## config.mk

```make
export PLATFORM = sky130hd
export DESIGN_NAME = i2c_master_byte_engine
export DESIGN_NICKNAME = d
export VERILOG_FILES = /design/src/sv/i2cm_pkg.sv /design/src/sv/i2c_master_byte_engine.sv /design/src/sv/i2cm_seq.sv
export SDC_FILE = /design/constraint.sdc
export NUM_CORES = 1
export LEC_CHECK = 0
export BUFFER_PORTS_ARGS = -buffer_cell sky130_fd_sc_hd__buf_2
export CAP_MARGIN = 25
export CORE_ASPECT_RATIO = 0.7
export CORE_UTILIZATION = 44
export CTS_CLUSTER_DIAMETER = 30
export DETAILED_ROUTE_END_ITERATION = 6
export PLACE_DENSITY = 0.62
export SKIP_CTS_REPAIR_TIMING = 1
export SLEW_MARGIN = 25
export SYNTH_ARGS = -nofsm -noshare
export SYNTH_HDL_FRONTEND = slang
export SYNTH_SLANG_ARGS = --single-unit
```

## constraint.sdc

```tcl
create_clock -name clk -period 9.46 [get_ports clk]
set_clock_uncertainty 0.2 [all_clocks]
set_input_delay 0.946 -clock clk [delete_from_list [all_inputs] [get_ports clk]]
set_output_delay 0.946 -clock clk [all_outputs]
set_load 0.03 [all_outputs]
```

## src/sv/i2cm_pkg.sv

```systemverilog
// Shared types, command codes and helpers of the I2C master byte engine.
`default_nettype none

package i2cm_pkg;

	// Bits in one data byte on the bus
	localparam int unsigned BYTE_BITS = 8;
	localparam int unsigned BIT_CNT_W = $clog2(BYTE_BITS + 1);

	// Register reset values
	localparam logic [7:0] ACK_TIMEOUT_RST = 8'd250;
	localparam logic [7:0] BIT_TICKS_RST   = 8'd2;

	// Register indexes
	localparam logic REG_ACK_TIMEOUT = 1'b0;
	localparam logic REG_BIT_TICKS   = 1'b1;

	// Command codes
	localparam logic [2:0] CMD_NONE  = 3'd0;
	localparam logic [2:0] CMD_START = 3'd1;
	localparam logic [2:0] CMD_STOP  = 3'd2;
	localparam logic [2:0] CMD_WRITE = 3'd3;
	localparam logic [2:0] CMD_READ  = 3'd4;

	// Fixed phase lengths in ticks
	localparam logic [7:0] START_SETUP_TICKS = 8'd5;
	localparam logic [7:0] START_HOLD_TICKS  = 8'd6;
	localparam logic [7:0] STOP_SETUP_TICKS  = 8'd6;
	localparam logic [7:0] STOP_HOLD_TICKS   = 8'd6;
	localparam logic [7:0] NACK_LOW_TICKS    = 8'd2;
	localparam logic [7:0] NACK_HIGH_TICKS   = 8'd5;
	localparam logic [7:0] ONE_TICK          = 8'd1;

	// Configuration registers
	typedef struct packed {
		logic [7:0] ack_timeout;
		logic [7:0] bit_ticks;
	} cfg_t;

	// One input item (tdata layout, first field highest)
	typedef struct packed {
		logic       sda_sample;
		logic       give_ack;
		logic [7:0] write_byte;
		logic [2:0] cmd;
	} in_item_t;

	// One result item (tdata layout, first field highest)
	typedef struct packed {
		logic       ack_missing;
		logic [7:0] read_byte;
		logic       done_res;
		logic       busy_res;
		logic       sda_drive;
		logic       sda_level;
		logic       scl_level;
	} res_item_t;

	// Sequencer phases, one-hot
	typedef enum logic [20:0] {
		PH_IDLE = 21'b000000000000000000001,
		ST_A    = 21'b000000000000000000010,
		ST_B    = 21'b000000000000000000100,
		ST_C    = 21'b000000000000000001000,
		SP_A    = 21'b000000000000000010000,
		SP_B    = 21'b000000000000000100000,
		SP_C    = 21'b000000000000001000000,
		SP_D    = 21'b000000000000010000000,
		WR_A    = 21'b000000000000100000000,
		WR_D    = 21'b000000000001000000000,
		WR_H    = 21'b000000000010000000000,
		WR_L    = 21'b000000000100000000000,
		AK_A    = 21'b000000001000000000000,
		AK_B    = 21'b000000010000000000000,
		AK_W    = 21'b000000100000000000000,
		RD_A    = 21'b000001000000000000000,
		RD_H    = 21'b000010000000000000000,
		RD_L    = 21'b000100000000000000000,
		NK_A    = 21'b001000000000000000000,
		NK_B    = 21'b010000000000000000000,
		NK_C    = 21'b100000000000000000000
	} phase_t;

	// Delay counter load for a phase of the given length; zero counts as one tick
	function automatic logic [7:0] hold_cnt(input logic [7:0] ticks);
		hold_cnt = (ticks == 8'd0) ? 8'd0 : ticks - 8'd1;
	endfunction

endpackage

`default_nettype wire

```

## src/sv/i2c_master_byte_engine.sv

```systemverilog
// The result item of a tick item is registered at the edge that accepts the tick item.
// Throughput: one tick item per cycle; the sequencer state and the output
// register each turn over once per cycle while the result side takes items.
// Reset (arst_n low, asynchronous): phase idle, SCL high, SDA high and driven,
// status cleared, ack_timeout 250, bit_ticks 2, no result pending.
// Top level of the I2C master byte engine.
`default_nettype none

module i2c_master_byte_engine #(
	parameter logic [7:0] ACK_TIMEOUT_INIT = i2cm_pkg::ACK_TIMEOUT_RST,
	parameter logic [7:0] BIT_TICKS_INIT   = i2cm_pkg::BIT_TICKS_RST
) (
	input  wire         clk,
	input  wire         arst_n,
	// tick items in
	input  wire         s_axis_tvalid,
	output logic        s_axis_tready,
	input  wire  [15:0] s_axis_tdata,   // cmd[2:0], write_byte[10:3], give_ack[11], sda_sample[12]
	// result items out
	output logic        m_axis_tvalid,
	input  wire         m_axis_tready,
	output logic [15:0] m_axis_tdata,   // scl_level[0], sda_level[1], sda_drive[2], busy_res[3],
	                                    // done_res[4], read_byte[12:5], ack_missing[13]
	// register writes
	input  wire         cfg_valid,
	output logic        cfg_ready,
	input  wire         cfg_index,
	input  wire  [7:0]  cfg_data
);
	import i2cm_pkg::*;

	cfg_t      cfg_q;
	in_item_t  item;
	res_item_t res, res_q;
	logic      adv;

	assign cfg_ready = 1'b1;

	// Configuration registers
	always_ff @(posedge clk or negedge arst_n) begin
		if (!arst_n) begin
			cfg_q.ack_timeout <= ACK_TIMEOUT_INIT;
			cfg_q.bit_ticks   <= BIT_TICKS_INIT;
		end else if (cfg_valid) begin
			case (cfg_index)
				REG_ACK_TIMEOUT: cfg_q.ack_timeout <= cfg_data;
				REG_BIT_TICKS:   cfg_q.bit_ticks   <= cfg_data;
				default:         cfg_q <= cfg_q;
			endcase
		end
	end

	// Input side: take an item whenever the output register is free or draining
	assign s_axis_tready = !m_axis_tvalid || m_axis_tready;
	assign adv           = s_axis_tvalid && s_axis_tready;
	assign item          = in_item_t'(s_axis_tdata[$bits(in_item_t)-1:0]);

	i2cm_seq u_seq (
		.clk    (clk),
		.arst_n (arst_n),
		.adv    (adv),
		.item   (item),
		.cfg    (cfg_q),
		.res    (res)
	);

	// Output register
	always_ff @(posedge clk or negedge arst_n) begin
		if (!arst_n) begin
			m_axis_tvalid <= 1'b0;
		end else if (s_axis_tready) begin
			m_axis_tvalid <= s_axis_tvalid;
		end
	end

	always_ff @(posedge clk) begin
		if (adv) begin
			res_q <= res;
		end
	end

	assign m_axis_tdata = {{(16 - $bits(res_item_t)){1'b0}}, res_q};

endmodule

`default_nettype wire

```

## src/sv/i2cm_seq.sv

```systemverilog
// Bus sequencer of the I2C master: phase state, counters, line and status registers.
`default_nettype none

module i2cm_seq (
	input  wire                        clk,
	input  wire                        arst_n,
	input  wire                        adv,      // one tick item accepted
	input  wire i2cm_pkg::in_item_t    item,
	input  wire i2cm_pkg::cfg_t        cfg,
	output i2cm_pkg::res_item_t        res       // result of this tick, valid with adv
);
	import i2cm_pkg::*;

	phase_t               phase_q, phase_d;
	logic [BIT_CNT_W-1:0] bit_cnt_q, bit_cnt_d, bit_cnt_inc;
	logic [7:0]           shift_q, shift_d;
	logic [7:0]           delay_q, delay_d;
	logic [7:0]           wait_q, wait_d;
	logic                 scl_q, scl_d, sda_q, sda_d, drv_q, drv_d;
	logic [7:0]           rd_byte_q, rd_byte_d;
	logic                 ack_miss_q, ack_miss_d;
	logic                 ack_latch_q, ack_latch_d;
	logic                 act, done;
	phase_t               act_phase;

	assign bit_cnt_inc = bit_cnt_q + BIT_CNT_W'(1);

	// Next state for one tick
	always_comb begin
		phase_d     = phase_q;
		bit_cnt_d   = bit_cnt_q;
		shift_d     = shift_q;
		delay_d     = delay_q;
		wait_d      = wait_q;
		scl_d       = scl_q;
		sda_d       = sda_q;
		drv_d       = drv_q;
		rd_byte_d   = rd_byte_q;
		ack_miss_d  = ack_miss_q;
		ack_latch_d = ack_latch_q;
		act         = 1'b0;
		act_phase   = phase_q;
		done        = 1'b0;

		// pick the phase whose action runs this tick
		if (phase_q == PH_IDLE) begin
			act = 1'b1;
			case (item.cmd)
				CMD_START: act_phase = ST_A;
				CMD_STOP:  act_phase = SP_A;
				CMD_WRITE: act_phase = WR_A;
				CMD_READ:  act_phase = RD_A;
				default:   act = 1'b0;
			endcase
		end else if (delay_q != 8'd0) begin
			delay_d = delay_q - 8'd1;
		end else begin
			act = 1'b1;
		end

		if (act) begin
			case (act_phase)
				ST_A: begin
					drv_d = 1'b1; sda_d = 1'b1; scl_d = 1'b1;
					delay_d = hold_cnt(START_SETUP_TICKS); phase_d = ST_B;
				end
				ST_B: begin
					sda_d = 1'b0; delay_d = hold_cnt(START_HOLD_TICKS); phase_d = ST_C;
				end
				ST_C: begin
					scl_d = 1'b0; phase_d = PH_IDLE; done = 1'b1;
				end
				SP_A: begin
					drv_d = 1'b1; scl_d = 1'b0; sda_d = 1'b0;
					delay_d = hold_cnt(ONE_TICK); phase_d = SP_B;
				end
				SP_B: begin
					scl_d = 1'b1; delay_d = hold_cnt(STOP_SETUP_TICKS); phase_d = SP_C;
				end
				SP_C: begin
					sda_d = 1'b1; delay_d = hold_cnt(STOP_HOLD_TICKS); phase_d = SP_D;
				end
				SP_D: begin
					phase_d = PH_IDLE; done = 1'b1;
				end
				WR_A: begin
					drv_d = 1'b1; scl_d = 1'b0; shift_d = item.write_byte;
					bit_cnt_d = '0; ack_miss_d = 1'b0;
					delay_d = hold_cnt(ONE_TICK); phase_d = WR_D;
				end
				WR_D: begin
					sda_d = shift_q[7];
					shift_d = {shift_q[6:0], 1'b0};
					delay_d = hold_cnt(ONE_TICK); phase_d = WR_H;
				end
				WR_H: begin
					scl_d = 1'b1; delay_d = hold_cnt(cfg.bit_ticks); phase_d = WR_L;
				end
				WR_L: begin
					scl_d = 1'b0; bit_cnt_d = bit_cnt_inc;
					delay_d = hold_cnt(cfg.bit_ticks);
					phase_d = (bit_cnt_inc >= BIT_CNT_W'(BYTE_BITS)) ? AK_A : WR_D;
				end
				AK_A: begin
					drv_d = 1'b0; sda_d = 1'b1;
					delay_d = hold_cnt(ONE_TICK); phase_d = AK_B;
				end
				AK_B: begin
					scl_d = 1'b1; wait_d = 8'd0;
					delay_d = hold_cnt(ONE_TICK); phase_d = AK_W;
				end
				AK_W: begin
					if (!item.sda_sample) begin
						scl_d = 1'b0; phase_d = PH_IDLE; done = 1'b1;
					end else if (wait_q >= cfg.ack_timeout) begin
						// no acknowledge: flag it and run the stop right away
						ack_miss_d = 1'b1;
						drv_d = 1'b1; scl_d = 1'b0; sda_d = 1'b0;
						delay_d = hold_cnt(ONE_TICK); phase_d = SP_B;
					end else begin
						wait_d = wait_q + 8'd1; delay_d = 8'd0;
					end
				end
				RD_A: begin
					drv_d = 1'b0; sda_d = 1'b1; scl_d = 1'b0; shift_d = 8'd0;
					bit_cnt_d = '0; ack_latch_d = item.give_ack;
					delay_d = hold_cnt(cfg.bit_ticks); phase_d = RD_H;
				end
				RD_H: begin
					scl_d = 1'b1;
					shift_d = {shift_q[6:0], item.sda_sample};
					bit_cnt_d = bit_cnt_inc;
					delay_d = hold_cnt(cfg.bit_ticks);
					phase_d = (bit_cnt_inc >= BIT_CNT_W'(BYTE_BITS)) ? NK_A : RD_L;
				end
				RD_L: begin
					scl_d = 1'b0; delay_d = hold_cnt(cfg.bit_ticks); phase_d = RD_H;
				end
				NK_A: begin
					scl_d = 1'b0; drv_d = 1'b1; sda_d = !ack_latch_q;
					delay_d = hold_cnt(NACK_LOW_TICKS); phase_d = NK_B;
				end
				NK_B: begin
					scl_d = 1'b1; delay_d = hold_cnt(NACK_HIGH_TICKS); phase_d = NK_C;
				end
				NK_C: begin
					scl_d = 1'b0; rd_byte_d = shift_q; phase_d = PH_IDLE; done = 1'b1;
				end
				default: begin
					phase_d = PH_IDLE;
				end
			endcase
		end
	end

	// Result of this tick
	always_comb begin
		res.scl_level   = scl_d;
		res.sda_level   = sda_d;
		res.sda_drive   = drv_d;
		res.busy_res    = (phase_d != PH_IDLE);
		res.done_res    = done;
		res.read_byte   = rd_byte_d;
		res.ack_missing = ack_miss_d;
	end

	// State registers, advanced once per accepted tick
	always_ff @(posedge clk or negedge arst_n) begin
		if (!arst_n) begin
			phase_q     <= PH_IDLE;
			bit_cnt_q   <= '0;
			shift_q     <= 8'd0;
			delay_q     <= 8'd0;
			wait_q      <= 8'd0;
			scl_q       <= 1'b1;
			sda_q       <= 1'b1;
			drv_q       <= 1'b1;
			rd_byte_q   <= 8'd0;
			ack_miss_q  <= 1'b0;
			ack_latch_q <= 1'b0;
		end else if (adv) begin
			phase_q     <= phase_d;
			bit_cnt_q   <= bit_cnt_d;
			shift_q     <= shift_d;
			delay_q     <= delay_d;
			wait_q      <= wait_d;
			scl_q       <= scl_d;
			sda_q       <= sda_d;
			drv_q       <= drv_d;
			rd_byte_q   <= rd_byte_d;
			ack_miss_q  <= ack_miss_d;
			ack_latch_q <= ack_latch_d;
		end
	end

	// A low acknowledge sample ends the write with SCL low
	a_ack_seen: assert property (@(posedge clk) disable iff (!arst_n)
		adv && phase_q == AK_W && delay_q == 8'd0 && !item.sda_sample
		|=> phase_q == PH_IDLE && !scl_q)
		else $error("acknowledge did not end the write");

	// The missing-ack flag only rises out of the acknowledge wait
	a_miss_src: assert property (@(posedge clk) disable iff (!arst_n)
		$rose(ack_miss_q) |-> $past(phase_q) == AK_W && phase_q == SP_B)
		else $error("ack_missing set outside acknowledge wait");

	// The read byte only changes when a read completes
	a_rd_update: assert property (@(posedge clk) disable iff (!arst_n)
		!$stable(rd_byte_q) |-> $past(phase_q) == NK_C && phase_q == PH_IDLE)
		else $error("read byte changed outside read completion");

endmodule

`default_nettype wire
```

==> impl_metrics.csv <==
group,metric,value,unit
timing,setup_tns,0,ns
power,pwr-share-seq,37.7,%
synthesis,synthTopCellsByCount,"91 x nand2_1, 68 x dfrtp_1, 46 x nor2_1, 35 x o21ai_0",
layout,diodes,0,
clock_network,cts_buffers,9,
drt,wl_per_cell,18.3,microns
setup_path,rrSetupSlack,5.00,ns
power,swShare,40.3,%
setup_path,path_cells,"buf_2 > or3b_2 > a211oi_1 > a21oi_2 > nor3_2 > nand3_1 > nand2_1 > o21a_1 > nor2_1 > a31oi_1",
clock_network,clock_path_buffers,2,
drt,drt_wl_total,14.6,mm
synthesis,yosysTopAreaCell,"dfrtp_1",
timing,fin_crit_sh,48.2,%
synthesis,async_flop_share,84.9,%
synthesis,syn-instance-count,605,
floorplanning,rows,34,
timing,fmax,219,MHz
timing,rsz0062_at_grt,"no",
synthesis,synth.area.top_cells,"dfrtp_1 30%, edfxtp_1 7.5%, nand2_1 6.1%",
hold_path,holdPathEnd,"u_seq.rd_byte_q[1]",
outcome,status,"finished, final reports clean",
clock_network,cts-root-buf,"clkbuf_16",
layout,areaGrowthSynthToFinish,10.5,%
clock_network,cts_tree,"done",
timing,setup_viol,0,
timing,slew_viol_final,0,
setup_path,start_kind,"input port",
setup_path,rr_startpoint,"u_seq.phase_q[5]",
drt,detail-route-antenna-nets,0,
floorplanning,die_w,137,microns
power,p_sw,555,uW
synthesis,ys_types,81,
synthesis,syn_area_per_cell,9.24,sq um
drt,via_count,4717,
setup_path,worstSetupPathType,"in2reg",
setup_path,max_stage_delay,0.66,ns
drt,firstDrtPassIters,5,
drt,drt_iter0_drc,323,
drt,drcViolationCount,0,
synthesis,synth_warnings,0,
timing,tightest_slew,0.847,ns
grt,grt_use_total,24.2,%
setup_path,arrival,4.62,ns
timing,fin_crit,4.56,ns
clock_network,clk_pin_slew,0.07,ns
synthesis,synthMostInstantiatedCell,"nand2_1",
power,p_comb_share,37.1,%
floorplanning,die_y,96.3,microns
setup_path,crit_required,9.52,ns
setup_path,crit_path_end_kind,"flop",
layout,final_nets,676,
clock_network,clock-sinks,93,
setup_path,cp_max_fo,16,
synthesis,ys_seq_area_share,43.1,%
grt,antenna_found_initial,0,
power,p_per_area,223,nW/um^2
grt,grt_overflow,0,
drt,viasPerCell,5.90,
synthesis,netlist.area_leader.share,30.4,%
grt,grt_max_degree,80,
setup_path,rr_worst_depth,9,
synthesis,synth_area,5590,sq um
synthesis,ys.flop_type,"dfrtp_1",
hold_path,min_path_cells,2,
setup_path,crit_slowest_cell,"nor3_2",
place,port_buffers,42,
clock_network,cts_htree_levels,3,
power,ir_drop,0.126,mV
timing,hold_viol,0,
grt,grt_pass1_wl,23.8,mm
hold_path,hp-start,"u_seq.rd_byte_q[1]",
floorplanning,start_util,45.0,%
floorplanning,num_io_pins,49,
timing,max_slew_margin,43.1,%
hold_path,hold_path.class,"reg2reg",
timing,hold_ws,0.279,ns
power,p_leak,2.73,nW
power,internal_power,824,uW
floorplanning,die_area,13200,sq um
floorplanning,core,12400,sq um
place,post-dp-hpwl,10.7,mm
synthesis,synth-seq-cells,93,
setup_path,r2r_end,"u_seq.shift_q[7]",
layout,final_layout_size_suffix_gt1_share,18.7,%
place,globalplace.congestion,0.958,
clock_network,clock_latency,0.35,ns
run,maxCapViolations,0,
grt,grt_pass1_vias,4412,
synthesis,synth_edf_count,14,
power,p_clk_share,25.2,%
-- per-stage QoR --
step / cells / power [mW] / instance area (sq um) / utilization (%) / setup slack, ns
6_report: 800 / 1.38 / 6180 / 49.7 / 4.90
5_1_grt: 800 / 1.46 / 6180 / 49.7 / 4.55
4_1_cts: 800 / 1.39 / 6170 / 49.7 / 5.01
3_5_place_dp: 784 / 1.03 / 5890 / 47.4 / 4.66
3_3_place_gp: 784 / 1.02 / 5890 / 47.4 / 4.70
2_1_floorplan: 606 / 0.910 / 5600 / - / 5.92
-- critical path, delay by kind of cell --
kind / cells / cell delay, ns
buffers and inverters: 1 / 0.14
AO/OA/AOI/OAI: 4 / 1.35
AND/OR/NAND/NOR: 5 / 2.17
-- sequential cells by signal, summed over array words and instances (netlist names) --
| signal | flops |
|---|---|
| u_seq.drv_q | 1 |
| cfg_q | 16 |
| u_seq.wait_q | 8 |
| u_seq.phase_q | 21 |
| u_seq.sda_q | 1 |
| u_seq.rd_byte_q | 8 |
| u_seq.bit_cnt_q | 4 |
| u_seq.ack_miss_q | 1 |
| u_seq.ack_latch_q | 1 |
| u_seq.delay_q | 8 |
| u_seq.shift_q | 8 |
| m_axis_tdata | 14 |
| u_seq.scl_q | 1 |
| m_axis_tvalid | 1 |
-- cells by family (layout without fill, tap and decap cells) --
logic type,after synthesis,after routing,share of synthesized area [%]
adder cells (fa/ha/maj),13,13,2.91
AO/OA/AOI/OAI,126,126,15.2
flip-flops,93,93,43.1
other,2,3,0.134
XOR/XNOR,10,10,1.57
AND/OR/NAND/NOR,288,288,28.4
buffers and inverters,50,82,4.07
multiplexers,23,23,4.61
-- placed cells by master, fill, tap and decap left out, types with 5 or more instances in the layout --
cell / n
a21oi_1: 14
a31oi_1: 17
and2_1: 7
and3_1: 7
buf_2: 41
clkbuf_16: 9
dfrtp_1: 68
dfstp_2: 11
edfxtp_1: 14
ha_1: 13
inv_1: 20
mux2_2: 21
nand2_1: 91
nand2b_1: 11
nand3_1: 20
nand4_1: 21
nor2_1: 46
nor3_1: 17
nor3b_1: 5
nor4_1: 12
o21a_1: 5
o21ai_0: 35
o21ai_1: 12
o31ai_1: 7
or3_1: 8
or4_1: 7
xnor2_1: 5
xor2_1: 5
-- how the worst max path moves through the flow --
stage,startpoint,to,slack [ns]
final,s_axis_tdata[0],u_seq.shift_q[7],4.90
after global routing,s_axis_tdata[0],u_seq.shift_q[6],4.55
after CTS,s_axis_tdata[0],u_seq.shift_q[7],5.01
after detailed placement,s_axis_tdata[0],u_seq.wait_q[7],4.66
after global placement,s_axis_tdata[0],u_seq.wait_q[7],4.70
after floorplan,s_axis_tdata[1],m_axis_tdata[10],5.92
-- power groups by stage --
stage	registers (mW)	logic (mW)	clock network [mW]
after detailed placement	0.526	0.501	0
after floorplan	0.515	0.396	0
after global routing	0.529	0.563	0.373
after global placement	0.524	0.495	0
after CTS	0.519	0.505	0.361
final	0.520	0.512	0.348
-- area by class of cell --
type / instances / area (sq um)
Fill cell: 1196 / 6240
Multi-Input combinational cell: 463 / 2960
Sequential cell: 93 / 2410
Timing Repair Buffer: 46 / 246
Clock buffer: 9 / 225
Tap cell: 162 / 203
Inverter: 20 / 75.1
Clock inverter: 7 / 60.1
-- metal layers --
metal | share of wire, % | global-route usage, % | up-vias
li1 | - | - | 2285
met1 | 50 | 35.4 | 2260
met2 | 42 | 35.8 | 162
met3 | 7.2 | 5.11 | 10
met4 | 0.89 | 6.76 | 0
met5 | 0 | 0 | -
Power figures use the tool's default switching activity.
